## config.mk

```make
export PLATFORM = sky130hd
export DESIGN_NAME = tlb_page_table_translate_top
export DESIGN_NICKNAME = d
export VERILOG_FILES = /design/src/sv/tlbpt_pkg.sv /design/src/sv/tlbpt_tlb.sv /design/src/sv/tlbpt_page_table.sv /design/src/sv/tlbpt_tlb_page_table_translate_top.sv
export SDC_FILE = /design/constraint.sdc
export NUM_CORES = 2
export LEC_CHECK = 0
export BUFFER_PORTS_ARGS = -buffer_cell sky130_fd_sc_hd__buf_4
export CORE_ASPECT_RATIO = 0.8
export CORE_MARGIN = 1.5
export CORE_UTILIZATION = 40
export DETAILED_ROUTE_END_ITERATION = 12
export PLACE_DENSITY = 0.56
export SETUP_SLACK_MARGIN = 0.1
export SYNTH_ARGS = -nofsm -noshare
export SYNTH_HDL_FRONTEND = slang
export SYNTH_SLANG_ARGS = --single-unit
```

## constraint.sdc

```tcl
create_clock -name clk_i -period 8.7 [get_ports clk_i]
set_input_delay 0.87 -clock clk_i [delete_from_list [all_inputs] [get_ports clk_i]]
set_output_delay 0.87 -clock clk_i [all_outputs]
set_load 0.01 [all_outputs]
```

## src/sv/tlbpt_pkg.sv

```systemverilog
// Shared types, sizes and constant tables for the TLB / page table translator.
// No dependencies; every other file of the block refers to this package.
`default_nettype none

package tlbpt_pkg;

  localparam int unsigned TlbEntries = 16;
  localparam int unsigned PageCount  = 256;

  localparam int unsigned TlbIdxW  = $clog2(TlbEntries);
  localparam int unsigned PageIdxW = (PageCount > 1) ? $clog2(PageCount) : 1;

  localparam int unsigned VaW    = 16;
  localparam int unsigned PageW  = 8;
  localparam int unsigned FrameW = 8;
  localparam int unsigned OffsW  = 8;
  localparam int unsigned PageValues = 1 << PageW;

  typedef logic [PageW-1:0]    page_t;
  typedef logic [FrameW-1:0]   frame_t;
  typedef logic [PageIdxW-1:0] pidx_t;
  typedef logic [TlbIdxW-1:0]  tlb_idx_t;

  // Page number to page table index (page number modulo the table depth).
  typedef pidx_t pidx_lut_t [PageValues];

  function automatic pidx_lut_t build_pidx_lut();
    pidx_lut_t lut;
    for (int i = 0; i < PageValues; i++) begin
      lut[i] = PageIdxW'(i % PageCount);
    end
    return lut;
  endfunction

  localparam pidx_lut_t PidxLut = build_pidx_lut();

  // Page table write-back beat.
  typedef struct packed {
    logic   en;
    pidx_t  idx;
    frame_t frame;
  } pt_wr_t;

  // TLB insertion beat.
  typedef struct packed {
    logic   en;
    page_t  page;
    frame_t frame;
  } tlb_ins_t;

  // TLB search result.
  typedef struct packed {
    logic   hit;
    frame_t frame;
  } tlb_res_t;

endpackage

`default_nettype wire

```

## src/sv/tlbpt_tlb.sv

```systemverilog
// Fully associative TLB: register array with valid bits and round-robin fill.
// Depends on tlbpt_pkg for sizes and the insertion / result structs.
`default_nettype none

module tlbpt_tlb (
  input  logic                clk_i,
  input  logic                rst_ni,
  input  tlbpt_pkg::page_t    page_i,
  output tlbpt_pkg::tlb_res_t res_o,
  input  tlbpt_pkg::tlb_ins_t ins_i
);

  tlbpt_pkg::page_t    page_q  [tlbpt_pkg::TlbEntries];
  tlbpt_pkg::frame_t   frame_q [tlbpt_pkg::TlbEntries];
  logic [tlbpt_pkg::TlbEntries-1:0] valid_q;
  tlbpt_pkg::tlb_idx_t slot_q, slot_d;

  // Lowest matching slot wins.
  always_comb begin
    res_o = '0;
    for (int i = tlbpt_pkg::TlbEntries - 1; i >= 0; i--) begin
      if (valid_q[i] && (page_q[i] == page_i)) begin
        res_o.hit   = 1'b1;
        res_o.frame = frame_q[i];
      end
    end
  end

  always_comb begin
    if (slot_q == tlbpt_pkg::TlbIdxW'(tlbpt_pkg::TlbEntries - 1)) begin
      slot_d = '0;
    end else begin
      slot_d = slot_q + tlbpt_pkg::TlbIdxW'(1);
    end
  end

  always_ff @(posedge clk_i or negedge rst_ni) begin
    if (!rst_ni) begin
      valid_q <= '0;
      slot_q  <= '0;
    end else if (ins_i.en) begin
      valid_q[slot_q] <= 1'b1;
      slot_q          <= slot_d;
    end
  end

  always_ff @(posedge clk_i) begin
    if (ins_i.en) begin
      page_q[slot_q]  <= ins_i.page;
      frame_q[slot_q] <= ins_i.frame;
    end
  end

endmodule

`default_nettype wire

```

## src/sv/tlbpt_page_table.sv

```systemverilog
// Page table: synchronous frame memory (registered read) plus per-page valid flops.
// Depends on tlbpt_pkg for sizes and the write-back struct.
`default_nettype none

module tlbpt_page_table (
  input  logic              clk_i,
  input  logic              rst_ni,
  input  logic              rd_en_i,
  input  tlbpt_pkg::pidx_t  rd_idx_i,
  output tlbpt_pkg::frame_t rd_frame_o,
  input  tlbpt_pkg::pidx_t  vld_idx_i,
  output logic              vld_o,
  input  tlbpt_pkg::pt_wr_t wr_i
);

  tlbpt_pkg::frame_t mem_q [tlbpt_pkg::PageCount];
  tlbpt_pkg::frame_t rd_frame_q;
  logic [tlbpt_pkg::PageCount-1:0] vld_q;

  always_ff @(posedge clk_i) begin
    if (wr_i.en) begin
      mem_q[wr_i.idx] <= wr_i.frame;
    end
    if (rd_en_i) begin
      rd_frame_q <= mem_q[rd_idx_i];
    end
  end

  // Set a page valid on its first write-back.
  always_ff @(posedge clk_i or negedge rst_ni) begin
    if (!rst_ni) begin
      vld_q <= '0;
    end else if (wr_i.en) begin
      vld_q[wr_i.idx] <= 1'b1;
    end
  end

  assign rd_frame_o = rd_frame_q;
  assign vld_o      = vld_q[vld_idx_i];

endmodule

`default_nettype wire

```

## src/sv/tlbpt_tlb_page_table_translate_top.sv

```systemverilog
// Top level of the TLB / page table translator; uses tlbpt_pkg, tlbpt_tlb, tlbpt_page_table.
// Flow: an accepted beat starts the registered read of the page table memory; the resolve
//   state then writes back the memory, the TLB and the frame counter and loads the output
//   register, and can be held by a stalled output. No new beat is taken until it completes.
// Reset: asynchronous, active low; clears TLB and page valid bits, the fill slot, the free
//   frame counter and the handshake state. The block accepts beats right after reset.
`default_nettype none

module tlb_page_table_translate_top (
  input  logic        clk_i,
  input  logic        rst_ni,
  input  logic        in_valid_i,
  output logic        in_stall_o,
  input  logic [15:0] virtual_address_i,
  output logic        out_valid_o,
  input  logic        out_stall_i,
  output logic [15:0] physical_address_o,
  output logic        tlb_hit_o,
  output logic        page_fault_o
);

  // One-hot sequencer: idle (ready for a beat) and resolve (page table data is back).
  typedef enum logic [1:0] {
    StIdle    = 2'b01,
    StResolve = 2'b10
  } state_e;

  state_e state_q, state_d;

  logic                in_accept;
  logic                out_free;
  logic                resolve_go;
  logic [15:0]         va_q;
  tlbpt_pkg::page_t    page;
  tlbpt_pkg::pidx_t    rd_idx;
  tlbpt_pkg::pidx_t    cur_idx;
  tlbpt_pkg::frame_t   pt_frame;
  logic                pt_vld;
  tlbpt_pkg::tlb_res_t tlb_res;
  tlbpt_pkg::tlb_ins_t tlb_ins;
  tlbpt_pkg::pt_wr_t   pt_wr;
  tlbpt_pkg::frame_t   frame;
  logic                fault;
  tlbpt_pkg::frame_t   next_free_q, next_free_d;

  logic                out_valid_q;
  logic [15:0]         phys_q;
  logic                hit_q;
  logic                fault_q;

  // Take a beat only when no translation is in flight. The output register
  // parts the two sides, so a waiting result does not block acceptance.
  assign in_stall_o = (state_q != StIdle);
  assign in_accept  = in_valid_i && !in_stall_o;

  // The output register can take a new result when empty or being drained.
  assign out_free   = !out_valid_q || !out_stall_i;

  // Commit all state updates in the same cycle the result is loaded, so a
  // stalled output never causes an update to be applied twice.
  assign resolve_go = (state_q == StResolve) && out_free;

  // Issue the page table read straight from the input port on acceptance;
  // the data is back in the resolve cycle. Writes happen only in resolve, and
  // the next read is issued no earlier than the following idle cycle, so the
  // same entry is never read and written in one cycle.
  assign rd_idx  = tlbpt_pkg::PidxLut[virtual_address_i[15:8]];

  always_ff @(posedge clk_i) begin
    if (in_accept) begin
      va_q <= virtual_address_i;
    end
  end

  assign page    = va_q[15:8];
  assign cur_idx = tlbpt_pkg::PidxLut[page];

  tlbpt_page_table u_page_table (
    .clk_i      (clk_i),
    .rst_ni     (rst_ni),
    .rd_en_i    (in_accept),
    .rd_idx_i   (rd_idx),
    .rd_frame_o (pt_frame),
    .vld_idx_i  (cur_idx),
    .vld_o      (pt_vld),
    .wr_i       (pt_wr)
  );

  tlbpt_tlb u_tlb (
    .clk_i  (clk_i),
    .rst_ni (rst_ni),
    .page_i (page),
    .res_o  (tlb_res),
    .ins_i  (tlb_ins)
  );

  // Pick the frame: TLB hit first, then a valid page table entry, else
  // allocate the next free frame and flag the fault.
  always_comb begin
    fault = !tlb_res.hit && !pt_vld;
    if (tlb_res.hit) begin
      frame = tlb_res.frame;
    end else if (pt_vld) begin
      frame = pt_frame;
    end else begin
      frame = next_free_q;
    end
  end

  // Write back the page table on a fault, insert into the TLB on any miss.
  always_comb begin
    pt_wr.en      = resolve_go && fault;
    pt_wr.idx     = cur_idx;
    pt_wr.frame   = next_free_q;
    tlb_ins.en    = resolve_go && !tlb_res.hit;
    tlb_ins.page  = page;
    tlb_ins.frame = frame;
  end

  // Hand out frames in increasing order, wrapping after the last one.
  assign next_free_d = next_free_q + tlbpt_pkg::FrameW'(1);

  always_comb begin
    state_d = state_q;
    unique case (state_q)
      StIdle: begin
        if (in_accept) begin
          state_d = StResolve;
        end
      end
      StResolve: begin
        if (out_free) begin
          state_d = StIdle;
        end
      end
      default: state_d = StIdle;
    endcase
  end

  always_ff @(posedge clk_i or negedge rst_ni) begin
    if (!rst_ni) begin
      state_q     <= StIdle;
      next_free_q <= '0;
      out_valid_q <= 1'b0;
    end else begin
      state_q <= state_d;
      if (pt_wr.en) begin
        next_free_q <= next_free_d;
      end
      // Hold the result while stalled, drop it once taken, load a new one.
      if (resolve_go) begin
        out_valid_q <= 1'b1;
      end else if (!out_stall_i) begin
        out_valid_q <= 1'b0;
      end
    end
  end

  always_ff @(posedge clk_i) begin
    if (resolve_go) begin
      phys_q  <= {frame, va_q[7:0]};
      hit_q   <= tlb_res.hit;
      fault_q <= fault;
    end
  end

  assign out_valid_o        = out_valid_q;
  assign physical_address_o = phys_q;
  assign tlb_hit_o          = hit_q;
  assign page_fault_o       = fault_q;

  // A hit never allocates a frame.
  assert property (@(posedge clk_i) disable iff (!rst_ni)
    out_valid_o |-> !(tlb_hit_o && page_fault_o))
    else $error("fault flagged on a TLB hit");

  // An accepted beat blocks the next one while the translation is in resolve.
  assert property (@(posedge clk_i) disable iff (!rst_ni)
    in_accept |=> in_stall_o)
    else $error("beat accepted while a translation is in flight");

  // A committed fault advances the free frame counter by exactly one.
  assert property (@(posedge clk_i) disable iff (!rst_ni)
    (resolve_go && fault) |=>
      (next_free_q == tlbpt_pkg::FrameW'($past(next_free_q) + tlbpt_pkg::FrameW'(1))))
    else $error("free frame counter did not advance on a fault");

  // A committed result is presented at the output on the next cycle.
  assert property (@(posedge clk_i) disable iff (!rst_ni)
    resolve_go |=> (out_valid_o && (state_q == StIdle)))
    else $error("resolved translation not presented");

endmodule

`default_nettype wire
```

==> impl_metrics.tcl <==
set metrics [dict create \
    ys_seq_elements 2633 \
    tritoncts "built" \
    drtAntennaViolNets 0 \
    fin_area_um2 115600 \
    start_kind "flip-flop" \
    fillers 21385 \
    die-area_um2 260300 \
    via_count 48566 \
    r2r_slack_ps 2790 \
    hold_path_end "va_q[7]$_DFFE_PP_" \
    final_common_cell "edfxtp_1" \
    area_delta_synth_final_pct 12.36 \
    postPlaceCellArea_um2 107500 \
    clk_pin_slew_ps 70 \
    ys_types 66 \
    setup-tns-final_ps 0 \
    cts_resized 0 \
    syn_area_um2 102900 \
    ir_worst_vdd_mv 0.1822 \
    totalPowerFinal_w 0.02713 \
    status "finished clean" \
    crit_buf_inv 3 \
    cpLargestDelayFamily "simple AND/OR/NAND/NOR gates" \
    cpPeakStageDelay_ps 820 \
    p_leak_nw 39.73 \
    fin_worst_skew_ps 84.45 \
    cts_max_level 4 \
    rows 166 \
    numCtsBuffers 247 \
    clk_latency_ps 920 \
    root_buffer "clkbuf_16" \
    path_cells "buf_4, mux4_2, mux2i_1, nand3_1, a31oi_1, o311ai_1, buf_4, a2111oi_4, buf_12, nand2_1, nor2_1" \
    syn-mean-instance-area_um2 21.33 \
    layout_common_cells "2,346 x edfxtp_1, 745 x mux4_2, 278 x dfrtp_1, 250 x clkbuf_16, 185 x nor2_1" \
    critical_path_class "flip-flop to flip-flop" \
    grt.overflow.total 0 \
    tightest_slew_ps 1235 \
    track_usage_pct 19.99 \
    clockBufferDepth 4 \
    core-area_um2 255700 \
    antenna_found_initial 22 \
    drv_slew 0 \
    reg2regPathDepth 11 \
    finalSetupViolCount 0 \
    worst_path_max_delay_cell "nor2_1" \
    drc_errors 0 \
    whs_path_depth 1 \
    cp_common_cell "buf_4" \
    ios 40 \
    synthesis.nets 4849 \
    wl_per_cell_um 30.14 \
    finalHoldViolations 0 \
    ys_warn_count 0 \
    drive_above_1_share_pct 30.17 \
    synthArstFlopShare_pct 10.90 \
    floorplan.initialDensity_pct 40.24 \
    vias_per_cell 5.636 \
    firstDrtPassIters 6 \
    grt_max_degree 216 \
    worstPathArrival_ps 6380 \
    clock.fmax_mhz 169.1 \
    whs_ps 152.0 \
    wl_um 259700 \
    critPathRequiredTime_ps 9170 \
    worstHoldStart "virtual_address_i[7]" \
    rsz0062_at_grt "no" \
    ys.flop_type "edfxtp_1" \
    nNetsFinal 4986 \
    crit_fanout 48 \
    crit_path_end_kind "flip-flop" \
    finalCriticalPeriod_ps 5912 \
    reg2reg_from "va_q[11]$_DFFE_PP_" \
    synth_edf_count 2346 \
    place_congestion 0.8492 \
    ys_seq_area_share_pct 75.45 \
    relSlewSlack_pct 17.04 \
    die_x_um 570.0 \
    cellPowerDensity_nw_per_um2 234.7 \
    grt_pass1_wl_um 373700 \
    r2r_end "u_page_table.mem_q[30][0]$_DFFE_PP_" \
    clock_sinks 2633 \
    io_buffers 39 \
    dieHeight_um 456.6 \
    synthCells 4824 \
    drt_iter0_drc 6124 \
    grt_pass1_vias 48598 \
    maxCapViolations 0 \
    finalCritPeriodShare_pct 67.96 \
    hold_path.class "input port to flip-flop" \
    hpwl_um 158900 \
]
-- kinds of logic after synthesis --
family | count (synthesis) | synth area share, %
compound gates | 129 | 0.8793
xor+xnor | 136 | 1.158
fa+ha+maj | 5 | 0.06081
buf+inv | 262 | 1.154
flops | 2633 | 75.45
mux | 775 | 16.61
simple gates | 884 | 4.687
-- worst max-delay path by stage --
stage | end | cells past startpoint | slack (ps) | start
after floorplan | u_tlb.frame_q[3][0]$_DFFE_PP_ | 11 | 4140 | va_q[8]$_DFFE_PP_
after global placement | u_page_table.mem_q[29][0]$_DFFE_PP_ | 12 | 3030 | va_q[9]$_DFFE_PP_
after detailed placement | u_page_table.mem_q[30][2]$_DFFE_PP_ | 11 | 2830 | va_q[8]$_DFFE_PP_
after CTS | u_page_table.mem_q[30][0]$_DFFE_PP_ | 11 | 2760 | va_q[8]$_DFFE_PP_
after global routing | u_page_table.mem_q[29][7]$_DFFE_PP_ | 11 | 2490 | va_q[8]$_DFFE_PP_
final | u_page_table.mem_q[30][0]$_DFFE_PP_ | 11 | 2790 | va_q[11]$_DFFE_PP_
-- cell usage after synthesis (all sizes together) (7+ instances only) --
library cell | number | area (µm²)
o21ai | 22 | 110.1
nor4 | 15 | 93.84
mux2i | 25 | 250.2
nand2b | 11 | 68.82
nand2 | 115 | 514.3
a21oi | 19 | 95.09
buf | 140 | 729.5
a31oi | 12 | 75.07
o22ai | 12 | 75.07
nor2b | 7 | 43.79
edfxtp | 2346 | 70450
xnor2 | 113 | 989.7
inv | 16 | 60.06
nor3 | 36 | 180.2
clkbuf | 106 | 397.9
or2 | 277 | 1733
or3 | 9 | 56.30
nand4 | 27 | 168.9
xor2 | 23 | 201.4
o211ai | 17 | 127.6
and3 | 12 | 75.07
mux4 | 745 | 16780
dfrtp | 286 | 7157
nand3 | 44 | 220.2
nor2 | 309 | 1493
-- layout make-up --
class,instances,area (µm²),share of cell area [%]
diodes,2,5.005,0.004330
multi-input cells,1929,24200,20.93
clock inverters,132,1295,1.120
flip-flops and latches,2633,77660,67.18
clock buffers,327,6815,5.896
well taps,3444,4309,3.728
repair buffers,134,1255,1.086
inverters,16,60.06,0.05195
-- through the flow --
stage / cells / util, % / setup WS, ps
floorplan: 4824 / - / 4139
global placement: 8155 / 42.03 / 3027
detailed placement: 8155 / 42.03 / 2832
CTS: 8615 / 45.21 / 2763
global route: 8615 / 45.21 / 2489
finish: 8617 / 45.21 / 2788
-- report_power, final --
part	total (W)	switching (W)	leakage, nW	internal (W)
clock network	0.0109	0.00472	3.98	0.00620
registers	0.0146	0.000182	27.2	0.0144
logic	0.00165	0.00121	8.57	0.000431
-- state kept, by name (all words and copies together) (netlist names) --
register and count:
next_free_q 8, out_valid_o 1, page_fault_o 1, physical_address_o 16
state_q 2, tlb_hit_o 1, u_page_table.mem_q 2048, u_page_table.rd_frame_o 8
u_page_table.vld_q 256, u_tlb.frame_q 128, u_tlb.page_q 128, u_tlb.slot_q 4
u_tlb.valid_q 16, va_q 16
-- metal layers --
| layer | vias to the layer above | part of all wire, % | GRT usage [%] |
|---|---|---|---|
| met5 | - | 0.010 | 0 |
| met2 | 1883 | 44 | 28.64 |
| met3 | 294 | 8.2 | 4.209 |
| met1 | 26421 | 46 | 31.45 |
| li1 | 19964 | - | - |
| met4 | 4 | 1.8 | 3.925 |
-- worst register-to-register path: stages, from the launching register on --
cell and delay [ps]:
edfxtp_1 350, buf_4 660, mux4_2 510, mux2i_1 520
nand3_1 150, a31oi_1 340, o311ai_1 350, buf_4 270
a2111oi_4 600, buf_12 340, nand2_1 580, nor2_1 840
-- timing repair --
action / in CTS / in global routing
hold buffers: 1 / 0
endpoints found under the hold margin: 13 / 0
buffers inserted: 0 / 0
Note: power is estimated with default switching activity, not from simulation.
